## src/rtl/kcc_pkg.sv

```systemverilog
// ----------------------------------------------------------------------------
// kcc_pkg
// Shared types and constants for the key click classifier.
// ----------------------------------------------------------------------------
package kcc_pkg;

  localparam int LEVELS_W     = 3;
  localparam int TIME_W       = 32;
  localparam int CFG_W        = 16;
  localparam int COUNT_W      = 8;
  localparam int KIND_W       = 2;
  localparam int KEY_IDX_W    = 3;
  localparam int CFG_IDX_W    = 2;
  localparam int NUM_KEYS_DEF = 3;

  localparam logic [CFG_W-1:0] DEBOUNCE_RST   = 16'd10;
  localparam logic [CFG_W-1:0] DOUBLE_WIN_RST = 16'd300;
  localparam logic [CFG_W-1:0] LONG_PRESS_RST = 16'd1000;

  localparam logic [CFG_IDX_W-1:0] REG_DEBOUNCE   = 2'd0;
  localparam logic [CFG_IDX_W-1:0] REG_DOUBLE_WIN = 2'd1;
  localparam logic [CFG_IDX_W-1:0] REG_LONG_PRESS = 2'd2;

  typedef enum logic [KIND_W-1:0] {
    EV_NONE   = 2'd0,
    EV_SINGLE = 2'd1,
    EV_DOUBLE = 2'd2,
    EV_LONG   = 2'd3
  } kind_t;

  typedef enum logic [3:0] {
    PH_RELEASED = 4'b0001,
    PH_CONFIRM  = 4'b0010,
    PH_PRESSED  = 4'b0100,
    PH_LONG     = 4'b1000
  } phase_t;

  typedef struct packed {
    logic [CFG_W-1:0] debounce_ms;
    logic [CFG_W-1:0] double_click_window;
    logic [CFG_W-1:0] long_press_time;
  } cfg_t;

endpackage

```

## src/rtl/kcc_if.sv

```systemverilog
// ----------------------------------------------------------------------------
// kcc_if
// Valid/ready channels for scan requests and classified results.
// ----------------------------------------------------------------------------
interface kcc_in_if;
  logic                           valid;
  logic                           ready;
  logic [kcc_pkg::LEVELS_W-1:0]   key_levels;
  logic [kcc_pkg::TIME_W-1:0]     now_ms;

  modport source (output valid, output key_levels, output now_ms, input ready);
  modport sink   (input valid, input key_levels, input now_ms, output ready);
endinterface

interface kcc_out_if;
  logic                           valid;
  logic                           ready;
  logic [kcc_pkg::KIND_W-1:0]     event_kind;
  logic [kcc_pkg::KEY_IDX_W-1:0]  key_index;

  modport source (output valid, output event_kind, output key_index, input ready);
  modport sink   (input valid, input event_kind, input key_index, output ready);
endinterface

```

## src/rtl/kcc_lane.sv

```systemverilog
// ----------------------------------------------------------------------------
// kcc_lane
// Per-key debounce and click state machine with its own state registers.
// ----------------------------------------------------------------------------
module kcc_lane (
  input  logic                          clk,
  input  logic                          rst_n,
  input  logic                          commit,
  input  logic                          down,
  input  logic [kcc_pkg::TIME_W-1:0]    now_ms,
  input  kcc_pkg::cfg_t                 cfg,
  output kcc_pkg::kind_t                ev
);

  kcc_pkg::phase_t                 phase_r, phase_nxt;
  logic [kcc_pkg::COUNT_W-1:0]     count_r, count_nxt;
  logic [kcc_pkg::TIME_W-1:0]      press_r, press_nxt;
  logic [kcc_pkg::TIME_W-1:0]      release_r, release_nxt;
  logic [kcc_pkg::TIME_W-1:0]      dp, dr;
  logic [kcc_pkg::TIME_W-1:0]      confirm_x, window_x, long_x;
  logic [kcc_pkg::COUNT_W-1:0]     count_inc;

  assign dp        = now_ms - press_r;
  assign dr        = now_ms - release_r;
  assign confirm_x = kcc_pkg::TIME_W'(cfg.debounce_ms);
  assign window_x  = kcc_pkg::TIME_W'(cfg.double_click_window);
  assign long_x    = kcc_pkg::TIME_W'(cfg.long_press_time);
  assign count_inc = count_r + 1'b1;

  always_comb begin
    phase_nxt   = phase_r;
    count_nxt   = count_r;
    press_nxt   = press_r;
    release_nxt = release_r;
    ev          = kcc_pkg::EV_NONE;
    case (phase_r)
      kcc_pkg::PH_RELEASED: begin
        if (down) begin
          phase_nxt = kcc_pkg::PH_CONFIRM;
          press_nxt = now_ms;
        end else if ((count_r != '0) && (dr > window_x)) begin
          count_nxt = '0;
          ev        = kcc_pkg::EV_SINGLE;
        end
      end
      kcc_pkg::PH_CONFIRM: begin
        if (!down) begin
          phase_nxt = kcc_pkg::PH_RELEASED;
        end else if (dp > confirm_x) begin
          phase_nxt = kcc_pkg::PH_PRESSED;
        end
      end
      kcc_pkg::PH_PRESSED: begin
        if (!down) begin
          phase_nxt = kcc_pkg::PH_RELEASED;
          count_nxt = count_inc;
          if (count_inc == kcc_pkg::COUNT_W'(1)) begin
            release_nxt = now_ms;
          end else if (dr <= window_x) begin
            count_nxt = '0;
            ev        = kcc_pkg::EV_DOUBLE;
          end
        end else if (dp > long_x) begin
          phase_nxt = kcc_pkg::PH_LONG;
        end
      end
      kcc_pkg::PH_LONG: begin
        if (!down) begin
          phase_nxt = kcc_pkg::PH_RELEASED;
          ev        = kcc_pkg::EV_LONG;
        end
      end
      default: begin
        phase_nxt = kcc_pkg::PH_RELEASED;
      end
    endcase
  end

  always_ff @(posedge clk) begin
    if (!rst_n) begin
      phase_r <= kcc_pkg::PH_RELEASED;
      count_r <= '0;
    end else if (commit) begin
      phase_r <= phase_nxt;
      count_r <= count_nxt;
    end
  end

  always_ff @(posedge clk) begin
    if (!rst_n) begin
      press_r   <= '0;
      release_r <= '0;
    end else if (commit) begin
      press_r   <= press_nxt;
      release_r <= release_nxt;
    end
  end

endmodule

```

## src/rtl/kcc_merge.sv

```systemverilog
// ----------------------------------------------------------------------------
// kcc_merge
// Picks the lowest reporting key and gates which lanes advance this scan.
// ----------------------------------------------------------------------------
module kcc_merge #(
  parameter int NUM_KEYS = kcc_pkg::NUM_KEYS_DEF
) (
  input  logic                            accept,
  input  kcc_pkg::kind_t                  ev [NUM_KEYS],
  output logic [NUM_KEYS-1:0]             commit,
  output kcc_pkg::kind_t                  kind,
  output logic [kcc_pkg::KEY_IDX_W-1:0]   index
);

  logic found;

  always_comb begin
    found = 1'b0;
    kind  = kcc_pkg::EV_NONE;
    index = '0;
    for (int k = 0; k < NUM_KEYS; k++) begin
      commit[k] = accept && !found;
      if (!found && (ev[k] != kcc_pkg::EV_NONE)) begin
        found = 1'b1;
        kind  = ev[k];
        index = kcc_pkg::KEY_IDX_W'(k);
      end
    end
  end

endmodule

```

## src/rtl/key_click_classifier_unit.sv

```systemverilog
// ----------------------------------------------------------------------------
// key_click_classifier_unit
// Debounces active-low keys and reports single, double and long presses.
//
// Usage:
//   in_ch carries one scan request: raw key levels (0 = pressed) and the
//   current millisecond time. out_ch returns one result per request: the
//   event kind (none, single, double, long) and the reporting key index.
//   cfg_we/cfg_index/cfg_wdata write debounce time, double click window and
//   long press time; write them only while no request is in flight.
//   Every key has its own lane; the lowest reporting key wins and keys above
//   it keep their state for that scan.
// Timing:
//   One request per cycle while in_ch.ready is high. Results are registered
//   (in the skid register on a stall). The path is the per-lane 32-bit time
//   subtract and compare followed by the priority pick across the lanes.
// Reset and stall:
//   Reset puts every key in released with a zero click count and loads the
//   default times. When the receiver stalls, one more result goes to a skid
//   register; in_ch.ready drops only while that register is full.
// ----------------------------------------------------------------------------
module key_click_classifier_unit #(
  parameter int NUM_KEYS = kcc_pkg::NUM_KEYS_DEF
) (
  input  logic                            clk,
  input  logic                            rst_n,
  input  logic                            cfg_we,
  input  logic [kcc_pkg::CFG_IDX_W-1:0]   cfg_index,
  input  logic [kcc_pkg::CFG_W-1:0]       cfg_wdata,
  kcc_in_if.sink                          in_ch,
  kcc_out_if.source                       out_ch
);

  kcc_pkg::cfg_t                   cfg_r;
  kcc_pkg::kind_t                  ev [NUM_KEYS];
  logic [NUM_KEYS-1:0]             commit;
  kcc_pkg::kind_t                  m_kind;
  logic [kcc_pkg::KEY_IDX_W-1:0]   m_index;
  logic                            accept;
  logic                            out_fire;

  logic                            out_valid_r;
  kcc_pkg::kind_t                  out_kind_r;
  logic [kcc_pkg::KEY_IDX_W-1:0]   out_index_r;
  logic                            skid_valid_r;
  kcc_pkg::kind_t                  skid_kind_r;
  logic [kcc_pkg::KEY_IDX_W-1:0]   skid_index_r;

  assign in_ch.ready       = !skid_valid_r;
  assign accept            = in_ch.valid && !skid_valid_r;
  assign out_fire          = out_valid_r && out_ch.ready;
  assign out_ch.valid      = out_valid_r;
  assign out_ch.event_kind = out_kind_r;
  assign out_ch.key_index  = out_index_r;

  // config registers
  always_ff @(posedge clk) begin
    if (!rst_n) begin
      cfg_r.debounce_ms         <= kcc_pkg::DEBOUNCE_RST;
      cfg_r.double_click_window <= kcc_pkg::DOUBLE_WIN_RST;
      cfg_r.long_press_time     <= kcc_pkg::LONG_PRESS_RST;
    end else if (cfg_we) begin
      case (cfg_index)
        kcc_pkg::REG_DEBOUNCE:   cfg_r.debounce_ms         <= cfg_wdata;
        kcc_pkg::REG_DOUBLE_WIN: cfg_r.double_click_window <= cfg_wdata;
        kcc_pkg::REG_LONG_PRESS: cfg_r.long_press_time     <= cfg_wdata;
        default: ;
      endcase
    end
  end

  for (genvar k = 0; k < NUM_KEYS; k++) begin : g_lane
    logic down;
    if (k < kcc_pkg::LEVELS_W) begin : g_pin
      assign down = !in_ch.key_levels[k];
    end else begin : g_nopin
      assign down = 1'b1;
    end
    kcc_lane u_lane (
      .clk    (clk),
      .rst_n  (rst_n),
      .commit (commit[k]),
      .down   (down),
      .now_ms (in_ch.now_ms),
      .cfg    (cfg_r),
      .ev     (ev[k])
    );
  end

  kcc_merge #(.NUM_KEYS(NUM_KEYS)) u_merge (
    .accept (accept),
    .ev     (ev),
    .commit (commit),
    .kind   (m_kind),
    .index  (m_index)
  );

  // output register plus skid
  always_ff @(posedge clk) begin
    if (!rst_n) begin
      out_valid_r  <= 1'b0;
      skid_valid_r <= 1'b0;
    end else if (!out_valid_r || out_ch.ready) begin
      out_valid_r  <= skid_valid_r || accept;
      skid_valid_r <= 1'b0;
    end else if (accept) begin
      skid_valid_r <= 1'b1;
    end
  end

  always_ff @(posedge clk) begin
    if (!out_valid_r || out_ch.ready) begin
      if (skid_valid_r) begin
        out_kind_r  <= skid_kind_r;
        out_index_r <= skid_index_r;
      end else begin
        out_kind_r  <= m_kind;
        out_index_r <= m_index;
      end
    end else if (accept) begin
      skid_kind_r  <= m_kind;
      skid_index_r <= m_index;
    end
  end

  a_skid_implies_out: assert property (@(posedge clk) disable iff (!rst_n)
    skid_valid_r |-> out_valid_r)
    else $error("skid holds a result while output register is empty");

  a_stall_to_skid: assert property (@(posedge clk) disable iff (!rst_n)
    (accept && out_valid_r && !out_ch.ready) |=> skid_valid_r)
    else $error("request taken during stall was not parked in skid");

  a_none_zero_index: assert property (@(posedge clk) disable iff (!rst_n)
    (m_kind == kcc_pkg::EV_NONE) |-> (m_index == '0))
    else $error("key index nonzero without an event");

  a_index_range: assert property (@(posedge clk) disable iff (!rst_n)
    (accept && (m_kind != kcc_pkg::EV_NONE)) |-> (32'(m_index) < NUM_KEYS))
    else $error("reporting key index out of range");

  a_fire_drains: assert property (@(posedge clk) disable iff (!rst_n)
    (out_fire && !skid_valid_r && !accept) |=> !out_valid_r)
    else $error("output stayed valid after its result was taken");

endmodule
```

## src/flat_wrapper.sv

```systemverilog
// flat-port wrapper written by rule: the top's interface ports become plain ports
module key_click_classifier_unit_flat 
#(
  parameter int NUM_KEYS = kcc_pkg::NUM_KEYS_DEF
)
  (clk, rst_n, cfg_we, cfg_index, cfg_wdata, in_ch_valid, in_ch_key_levels, in_ch_now_ms, in_ch_ready, out_ch_valid, out_ch_event_kind, out_ch_key_index, out_ch_ready);
  kcc_in_if in_ch_i ();
  kcc_out_if out_ch_i ();
  input  logic clk;
  input  logic rst_n;
  input  logic cfg_we;
  input  logic [kcc_pkg::CFG_IDX_W-1:0] cfg_index;
  input  logic [kcc_pkg::CFG_W-1:0] cfg_wdata;
  input wire logic [$bits(in_ch_i.valid)-1:0] in_ch_valid;
  input wire logic [$bits(in_ch_i.key_levels)-1:0] in_ch_key_levels;
  input wire logic [$bits(in_ch_i.now_ms)-1:0] in_ch_now_ms;
  output wire logic [$bits(in_ch_i.ready)-1:0] in_ch_ready;
  output wire logic [$bits(out_ch_i.valid)-1:0] out_ch_valid;
  output wire logic [$bits(out_ch_i.event_kind)-1:0] out_ch_event_kind;
  output wire logic [$bits(out_ch_i.key_index)-1:0] out_ch_key_index;
  input wire logic [$bits(out_ch_i.ready)-1:0] out_ch_ready;
  assign in_ch_i.valid = in_ch_valid;
  assign in_ch_i.key_levels = in_ch_key_levels;
  assign in_ch_i.now_ms = in_ch_now_ms;
  assign in_ch_ready = in_ch_i.ready;
  assign out_ch_valid = out_ch_i.valid;
  assign out_ch_event_kind = out_ch_i.event_kind;
  assign out_ch_key_index = out_ch_i.key_index;
  assign out_ch_i.ready = out_ch_ready;
  key_click_classifier_unit #(.NUM_KEYS(NUM_KEYS)) u_core (.clk(clk), .rst_n(rst_n), .cfg_we(cfg_we), .cfg_index(cfg_index), .cfg_wdata(cfg_wdata), .in_ch(in_ch_i), .out_ch(out_ch_i));
endmodule
```

## config.mk

```make
export PLATFORM = sky130hd
export DESIGN_NAME = key_click_classifier_unit_flat
export DESIGN_NICKNAME = d
export VERILOG_FILES = /design/src/rtl/kcc_pkg.sv /design/src/rtl/kcc_if.sv /design/src/rtl/kcc_lane.sv /design/src/rtl/kcc_merge.sv /design/src/rtl/key_click_classifier_unit.sv /design/src/flat_wrapper.sv
export SDC_FILE = /design/constraint.sdc
export NUM_CORES = 1
export LEC_CHECK = 0
export BUFFER_PORTS_ARGS = -buffer_cell sky130_fd_sc_hd__buf_2
export CAP_MARGIN = 0
export CORE_ASPECT_RATIO = 0.6
export CORE_UTILIZATION = 28
export DETAILED_ROUTE_END_ITERATION = 16
export GPL_TIMING_DRIVEN = 1
export HOLD_SLACK_MARGIN = 0.05
export PLACE_DENSITY_LB_ADDON = 0.05
export SLEW_MARGIN = 20
export SYNTH_ARGS = -nofsm -noshare
export SYNTH_HDL_FRONTEND = slang
export SYNTH_HIERARCHICAL = 1
export SYNTH_SLANG_ARGS = --single-unit
```

## constraint.sdc

```tcl
create_clock -name clk -period 21.2 [get_ports clk]
set_clock_uncertainty 0.15 [all_clocks]
set_input_delay 3.18 -clock clk [delete_from_list [all_inputs] [get_ports clk]]
set_output_delay 3.18 -clock clk [all_outputs]
set_load 0.03 [all_outputs]
```

# After elaboration in Yosys (flattened, before gate mapping)
# Index checks and enable logic that the tools add are counted.
# totals
register_bits	288
latchBits	0
ram_bits	0
romBits	0
inputBits	58
out_inout_bits	7
word_cells	195
n_memories	0
# op_classes
addsub	9
multipliers	0
div_mod_pow	0
n_lt_le_gt_ge	12
eq_ne	38
shifts	0
muxes	69
n_bitwise	5
reduce_logical	41
# op_table
op	n
32-bit by 16-bit greater-than comparator with 1-bit output	9
32-bit subtractor	6
8-bit two-way mux	15
32-bit by 16-bit less-or-equal comparator with 1-bit output	3
4-bit two-way mux	18
4-bit one-hot mux with 4 select lines	3
8-bit one-hot mux with 2 select lines	3
2-bit two-way mux	16
2-bit inequality test, second input constant	15
5-bit AND reduction	6
8-bit by 1-bit adder with 8-bit output, second input constant	3
8-bit by 1-bit equality test with 1-bit output, second input constant	3
8-bit nonzero test	3
3-bit inequality test, second input constant	6
2-bit one-hot mux with 3 select lines	3
4-bit by 1-bit equality test with 1-bit output, second input constant	3
4-bit by 2-bit equality test with 1-bit output, second input constant	3
4-bit by 3-bit equality test with 1-bit output, second input constant	3
4-bit equality test, second input constant	3
4-bit AND reduction	3
2-bit nonzero test	6
1-bit two-way mux	9
3-bit AND reduction	3
1-bit logical AND	8
9 further kinds	21

# Longest topological paths before layout
# Gate-level depths: netlist of the first run.
# logic_depth
word_depth	15
mapped_depth	29
depth_no_buf	28

# Modules after synthesis
# The synthesis of the first run kept the hierarchy.
# modules_own_cells
module	instances	cells_per_inst	area_per_inst_um2	seq_area_each_um2
kcc_lane (u_core.g_lane[2].u_lane)	1	1260	8795.9	1521.5
kcc_lane (u_core.g_lane[0].u_lane)	1	1191	8446.9	1521.5
kcc_lane (u_core.g_lane[1].u_lane)	1	1133	8390.5	1521.5
key_click_classifier_unit	1	209	2318.5	1301.2
kcc_merge	1	15	97.6	0.0

# Worst setup path before layout of the first run
# Ideal clock, no wire load.
# synth_path
path_kind	input to register
from	input port in_ch_now_ms[0]
to	register u_core/g_lane[1].u_lane/release_r[10] (netlist bit)
setup_ps	117
arrival_ps	8600
required_time_ps	20933
path_slack_ps	12333
stages	26
path_buffers	2
path_cell_list	inv_1 ha_1 fa_1 nor2b_1 o211ai_1 a21oi_1 o22ai_1 o21bai_1 xnor2_1 ha_1 nand4_1 a2111oi_0 a211oi_1 o2111a_1 nand4_2 nor4_4 or3_1 a2111oi_1 nor3b_2 nor2b_1 nand2_1 or2_2 clkbuf_1 clkbuf_1 mux2i_1 nor2b_1
# synth_lines
item	line	source
start: declaration	flat_wrapper.sv:16	input wire logic [$bits(in_ch_i.now_ms)-1:0] in_ch_now_ms;
end signal: assignment	kcc_lane.sv:95	release_r <= release_nxt;
end: declaration	kcc_lane.sv:18	logic [kcc_pkg::TIME_W-1:0] release_r, release_nxt;

==> metrics.cfg, run 1 <==
[drt]
post-route-drc-count = 0
routed_wl_um = 121000
first_pass_iters = 6
vias = 27315
vias_per_cell = 5.31
wl_per_cell_um = 23.5
antenna_left = 0
drt-initial-drc-count = 2856

[floorplan]
die_w_um = 411
core_area_sq_mm = 0.0988
start_util_pct = 28.4
ios = 65
row_count = 89
die_h_um = 247
die-area_sq_mm = 0.101

[clock_network]
clk_pin_slew_worst_paths_ns = 0.06
clock_path_buffers = 3
ctsResizeCount = 0
cts-root-buf = clkbuf_16
postCtsSetupRepairBufs = 0
h-tree-depth = 2
cts-hold-fix-buffers = 0
clock-sinks = 288
clock_latency_ns = 0.60
cts_tree = done
cts_made_buffers = 39

[worst_setup_path]
critPathBufInv = 3
setup.worst_path.class = input pin to register
startpoint_type = input pin
r2r_start = u_core/g_lane[1].u_lane/release_r[0]
cp_slowest_cell = a2111oi_2
worstPathArrival_ns = 10.55
cp-end-kind = register
required_ns = 21.48
reg2reg_depth = 27
crit_path_max_incr_delay_ns = 0.61
r2r_setup_slack_ns = 13.71
worst-path-max-fanout = 32
r2r_end = u_core/g_lane[2].u_lane/release_r[2]
crit_family = compound AO/OA/AOI/OAI gates

[finish]
drive_gt1_share_pct = 7.30
antenna_cells = 0
final_area_sq_mm = 0.0311
post-route-util_pct = 31.4
syn_to_final_growth_pct = 10.7
layout.nets = 4195
final_cells = 5143
fillCellCount = 10766

[place]
placed_cell_area_sq_mm = 0.0296
pre_cts_ws_ns = 10.50
io_buffers = 64
dp_cells = 5073
place.gp.congestion = 0.908
hpwl_um = 94700

[power]
cellPowerDensity_mw_per_mm2 = 62.5
power_mw = 1.94
switchingPower_mw = 0.708
leakage_nw = 12.1
p_comb_share_pct = 30.9
peakVddDrop_uv = 46.1
p_int_mw = 1.23
clkPwrFrac_pct = 39.6
pwr-share-seq_pct = 29.5
p_sw_share_pct = 36.5

[yosys]
yosysTopAreaCell = dfxtp_1
seq_area_frac_synth_pct = 20.9
yosysUniqueCellTypes = 124
async_flop_share_pct = 0
ys.flop_type = dfxtp_1
syn-cell-area_sq_mm = 0.0280
synth_seq_cells = 288
yosys-top-cells-area = dfxtp_1, ha_1, nand2_1
yosys_warnings = 6
synth-edff-count = 10
netlist_instances = 3808
synth_top_area_share_pct = 19.8
synth.avg_cell_area_sq_um = 7.37
syn-num-nets = 4208

[timing]
timing.hold.ws_ns = 0.303
maxSlewHeadroom_pct = 23.0
finalMaxSlewViolations = 0
fin_crit_sh_pct = 48.5
timing.final.ws_setup_ns = 10.93
tightestPinTransition_ns = 1.15
rsz0062_at_grt = false
setup_viol = 0
hold_violations = 0
fmax_mhz = 97.3
setup_tns_ns = 0
min_period_ns = 10.27

[hold_path]
min_path_cells = 2
min_from = u_core/g_lane[0].u_lane/release_r[28]
hold_end = u_core/g_lane[0].u_lane/release_r[28]
min-delay-path-class = register to register

[grt]
grt_overflow_total = 0
grt_use_met1_pct = 39.9
grt_usage_pct = 23.3
grt-busiest-layer = met1
grt_pass1_wl_um = 174000
use_met3_pct = 4.42
grt_start_max_net_pins = 57
grt_antenna_before_repair = 5
use_met2_pct = 28.2
grt_pass1_vias = 24389

[run_status]
status = finished clean

[job]
max_cap_violations = 0

-- cell usage in the layout, fill, tap and decap left out, types with 45 or more instances in the layout --
master / instances
nand3_1: 83
nor3_1: 64
nor2_1: 177
ha_1: 336
nor2b_1: 80
buf_2: 63
a21o_1: 90
mux2i_1: 97
a211oi_1: 45
buf_4: 46
xnor2_1: 75
o21ai_0: 128
a21oi_1: 398
inv_1: 389
o21a_1: 54
dfxtp_1: 278
nand4_1: 88
nand2_1: 621
-- Yosys cell counts, types with 8 or more instances --
library cell and number:
nand2_1 621, a21oi_1 398, inv_1 391, ha_1 336, dfxtp_1 278, nor2_1 179
o21ai_0 128, clkbuf_1 124, mux2i_1 97, a21o_1 90, nand4_1 88, nand3_1 83
nor2b_1 80, xnor2_1 75, nor3_1 64, o21a_1 54, a211oi_1 45, a21boi_0 44
xor2_1 43, o211ai_1 39, nand2b_1 37, nor4_1 28, a31oi_1 21, and3_1 21
or3_1 21, a2111oi_0 18, buf_2 18, a211o_1 16, mux2_2 16, o2111ai_1 15
o21ai_1 15, o21bai_1 15, and2_1 13, o31ai_1 12, buf_6 11, o22ai_1 11
edfxtp_1 10, nand3b_1 10, and4_1 9, nor4b_1 9, a221o_1 8, a31o_1 8
nor3b_1 8, or2_2 8
-- registers in the layout, indices dropped and copies added, names as in the netlist --
register	flops
u_core/g_lane.u_lane/press_r	96
u_core/g_lane.u_lane/release_r	96
u_core/cfg_r	48
u_core/g_lane.u_lane/count_r	24
u_core/g_lane.u_lane/phase_r	12
u_core/out_ch.key_index	3
u_core/skid_index_r	3
u_core/out_ch.event_kind	2
u_core/skid_kind_r	2
u_core/out_ch.valid	1
u_core/skid_valid_r	1
-- final cells by class --
type,instances,area (sq um),share of cell area (%)
timing repair buffer,110,672,2.16
multi-input combinational,2965,20000,64.3
tap,1319,1650,5.31
inverter,391,1470,4.72
clock inverter,17,293,0.943
clock buffer,53,1150,3.71
sequential,288,5870,18.9
-- cells by family after synthesis --
group                      count (synthesis)  synth area share, %
and+or+nand+nor                         1330                 22.8
AOI/OAI and AO/OA                       1060                 25.0
buffers and inverters                    555                 7.98
adders and majority gates                342                 15.4
DFF                                      288                 20.9
xor gates and xnor gates                 118                 3.68
muxes                                    114                 4.18
other                                      1               0.0134
-- layer usage --
metal	vias to the layer above	wire [um]
met4	0	1170
met5	-	0
li1	13514	-
met2	888	41200
met1	12840	69600
met3	73	8720
-- worst register-to-register path, delay by kind of cell (launching register included) --
| family | cells | cell delay [ns] |
|---|---|---|
| compound gates | 10 | 2.78 |
| flops | 1 | 0.31 |
| buf+inv | 1 | 0.26 |
| xor+xnor | 1 | 0.20 |
| fa+ha+maj | 3 | 0.90 |
| simple gates | 12 | 2.68 |
-- power by group through the flow --
stage / sequential (mW) / combinational [mW] / clock, mW
2_1_floorplan: 0.580 / 0.390 / 0
3_3_place_gp: 0.586 / 0.593 / 0
3_5_place_dp: 0.586 / 0.584 / 0
4_1_cts: 0.574 / 0.587 / 0.795
5_1_grt: 0.576 / 0.657 / 0.818
6_report: 0.574 / 0.600 / 0.768
-- how the worst max path moves through the flow --
stage | depth (start not counted) | start | endpoint
final | 29 | in_ch_now_ms[0] | u_core/g_lane[2].u_lane/release_r[2]
after global routing | 26 | in_ch_now_ms[1] | u_core/g_lane[2].u_lane/release_r[3]
after CTS | 26 | in_ch_now_ms[1] | u_core/g_lane[2].u_lane/release_r[6]
after detailed placement | 26 | in_ch_now_ms[1] | u_core/g_lane[2].u_lane/release_r[6]
after global placement | 26 | in_ch_now_ms[1] | u_core/g_lane[2].u_lane/release_r[6]
after floorplan | 26 | in_ch_now_ms[0] | u_core/g_lane[1].u_lane/release_r[10]
(Power assumes the default switching activity.)
==> run 2: changes to the inputs <==
Settings changed: ABC_AREA set to 1.
Clock period 21.2 ns to 10 ns, I/O delays scaled along.
==> run 2 against run 1 <==
Worst setup slack worse by 7.7 ns. Final area increased by 6.1%. Count of clock-buffer cells in the layout down 2. Critical endpoint is now u_core/g_lane[2].u_lane/release_r[21]. Largest cell class unchanged. Highest routed layer unchanged.
==> metrics.cfg, run 2 <==
[drt]
drt-initial-drc-count = 2986  ; +4.6%
first_pass_iters = 6  ; unchanged
antenna_left = 0  ; unchanged
wl_per_cell_um = 19.8  ; -16%
routed_wl_um = 128000  ; +6.3%
post-route-drc-count = 0  ; unchanged
vias_per_cell = 4.71  ; -11%
vias = 30531  ; +12%

[power]
cellPowerDensity_mw_per_mm2 = 155  ; +150%
leakage_nw = 16.5  ; +37%
clkPwrFrac_pct = 29.4  ; -10 points
peakVddDrop_uv = 111  ; +140%
switchingPower_mw = 2.23  ; +220%
p_sw_share_pct = 43.7  ; +7.3 points
p_int_mw = 2.87  ; +130%
p_comb_share_pct = 44.5  ; +14 points
pwr-share-seq_pct = 26.1  ; -3.4 points

[grt]
grt_overflow_total = 0  ; unchanged
grt_start_max_net_pins = 190  ; +230%
grt_pass1_vias = 27950  ; +15%
grt_pass1_wl_um = 188000  ; +7.5%
grt_usage_pct = 23.8  ; +0.54 points
grt_antenna_before_repair = 18  ; +13

[timing]
finalMaxSlewViolations = 0  ; unchanged
setup_tns_ns = 0  ; unchanged
maxSlewHeadroom_pct = 28.5  ; +5.5 points
fin_crit_sh_pct = 68.2
tightestPinTransition_ns = 1.07  ; -0.0757 ns
setup_viol = 0  ; unchanged
min_period_ns = 6.82
rsz0062_at_grt = false
fmax_mhz = 147
hold_violations = 0  ; unchanged

[clock_network]
clock-sinks = 288  ; unchanged
cts-hold-fix-buffers = 0  ; unchanged
h-tree-depth = 2  ; unchanged
ctsResizeCount = 0  ; unchanged
cts_made_buffers = 40  ; +2.6%
cts-root-buf = clkbuf_16
postCtsSetupRepairBufs = 0  ; unchanged
clock_path_buffers = 3  ; unchanged
clk_pin_slew_worst_paths_ns = 0.06  ; about the same
cts_tree = done
clock_latency_ns = 0.60  ; about the same

[finish]
syn_to_final_growth_pct = 11.6
final_common_cell = nand2_1
post-route-util_pct = 31.8  ; +0.36 points
layout.nets = 5460  ; +30%
drive_gt1_share_pct = 6.27  ; -1.0 points
final_cell_mix = nand2_1, inv_1, a21oi_1
top_regs = u_core/g_lane.u_lane/press_r: 96 flops, u_core/g_lane.u_lane/release_r: 96 flops, u_core/cfg_r: 48 flops

[yosys]
synth_top_area_share_pct = 18.9  ; -0.99 points
synthAdderAreaFrac_pct = 14.6  ; -0.77 points
synth_most_common_cell = nand2_1
yosys_warnings = 6  ; unchanged
yosysTopAreaCell = dfxtp_1
yosys-top-cells-area = dfxtp_1, nand2_1, ha_1
synth-edff-count = 10  ; unchanged
yosysUniqueCellTypes = 53  ; -57%
netlist_top_cells_count = nand2_1, inv_1, a21oi_1
ys.flop_type = dfxtp_1
muxShareOfSynthArea_pct = 0  ; -4.2 points
synth_top_family_by_area = simple AND/OR/NAND/NOR gates
syn-cell-area_sq_mm = 0.0295  ; +5.2%
synth_seq_cells = 288  ; unchanged
netlist_instances = 4989  ; +31%
syn-num-nets = 5389  ; +28%
synth_xor_xnor_area_share_pct = 3.26  ; -0.42 points
seq_area_frac_synth_pct = 19.9  ; -1.0 points
async_flop_share_pct = 0  ; unchanged
synth-simple-area-share_pct = 35.1  ; +12 points
synth.avg_cell_area_sq_um = 5.92  ; -20%
synth_compound_area_share_pct = 13.7  ; -11 points

[worst_setup_path]
worstPathArrival_ns = 7.18  ; -3.37 ns
startpoint_type = input pin
cp_slowest_cell = o21ai_0
worst-path-max-fanout = 40  ; +25%
path_common_cell = nand2_1
required_ns = 10.36  ; -11.12 ns
crit_family = simple AND/OR/NAND/NOR gates
critPathBufInv = 5  ; +2
crit_path_max_incr_delay_ns = 0.54  ; -0.07 ns
cp-end-kind = register
setup.worst_path.class = input pin to register

[floorplan]
die-area_sq_mm = 0.107  ; +5.2%
row_count = 91  ; +2.2%
die_w_um = 421  ; +2.6%
ios = 65  ; unchanged
start_util_pct = 28.5  ; +0.093 points
die_h_um = 254  ; +2.6%
core_area_sq_mm = 0.104  ; +4.9%

[run_status]
status = finished clean

[place]
place.gp.congestion = 0.982  ; +8.1%
hpwl_um = 105000  ; +11%
io_buffers = 64  ; unchanged

[hold_path]
min-delay-path-class = register to register

[job]
max_cap_violations = 0  ; unchanged

==> run 2: cell types whose count changed after synthesis, sizes merged, moves of 53 or more <==
cell / delta
a21o: -84
nand3: +177
nor2: +324
nor2b: -80
inv: +564
nand2: +840
xnor2: -61
o21ai: +127
clkbuf: -60
xor2: +53
a21oi: +65
mux2i: -98
==> run 2: final cells by class <==
class	count	area [sq um]
inverters	958	3600
repair buffers	115	724
multi-input cells	3657	19700
flip-flops and latches	288	5870
well taps	1395	1750
clock inverters	18	201
diodes	3	7.51
clock buffers	51	1090
fillers	11853	70700
==> run 2: stage by stage <==
| stage | setup slack (ns) | std cells | total power [mW] | instance area [sq um] | hold WS [ns] |
|---|---|---|---|---|---|
| after floorplan | 4.43 | 4989 | 2.88 | 29500 | 0.277 |
| after global routing | 2.70 | 6482 | 5.50 | 32900 | 0.321 |
| after global placement | 2.67 | 6413 | 3.61 | 31600 | 0.295 |
| after detailed placement | 2.59 | 6413 | 3.59 | 31600 | 0.294 |
| final | 3.18 | 6485 | 5.11 | 33000 | 0.306 |
| after CTS | 3.20 | 6482 | 5.13 | 32900 | 0.303 |
==> run 2: routing by layer <==
layer	GRT usage, %	routed length (um)	vias to the layer above
met5	0	0	-
met2	29.2	42900	781
li1	-	-	15912
met3	6.74	12100	90
met4	4.37	1960	0
met1	38.8	71300	13748
==> run 2: kinds of logic after synthesis <==
kind of cell | count (synthesis)
XOR/XNOR | 110
AO/OA/AOI/OAI | 785
AND/OR/NAND/NOR | 2419
flip-flops | 288
adder cells (fa/ha/maj) | 342
buffers and inverters | 1044
other | 1
==> run 2: power by group through the flow <==
| stage | clock, mW | sequential, mW | combinational (mW) |
|---|---|---|---|
| after floorplan | 0 | 1.34 | 1.54 |
| after global placement | 0 | 1.36 | 2.25 |
| after detailed placement | 0 | 1.36 | 2.23 |
| after CTS | 1.55 | 1.33 | 2.25 |
| after global routing | 1.59 | 1.34 | 2.56 |
| final | 1.50 | 1.33 | 2.28 |
==> run 2: worst paths after layout <==
path	startpoint	depth (start not counted)	slack, ns	endpoint
max	in_ch_now_ms[1]	31	3.18	u_core/g_lane[2].u_lane/release_r[21]
min	u_core/g_lane[1].u_lane/press_r[19]	2	0.31	u_core/g_lane[1].u_lane/press_r[19]
max reg2reg	u_core/g_lane[1].u_lane/release_r[12]	29	3.90	u_core/g_lane[2].u_lane/release_r[21]
min reg2reg	u_core/g_lane[1].u_lane/press_r[19]	2	0.31	u_core/g_lane[1].u_lane/press_r[19]
==> run 2: tightest hold or removal path: cells and delay by family (launching register included) <==
kind                   cells  cell delay (ns)
flip-flops                 1             0.29
buffers and inverters      1             0.06
AO/OA/AOI/OAI              1             0.06
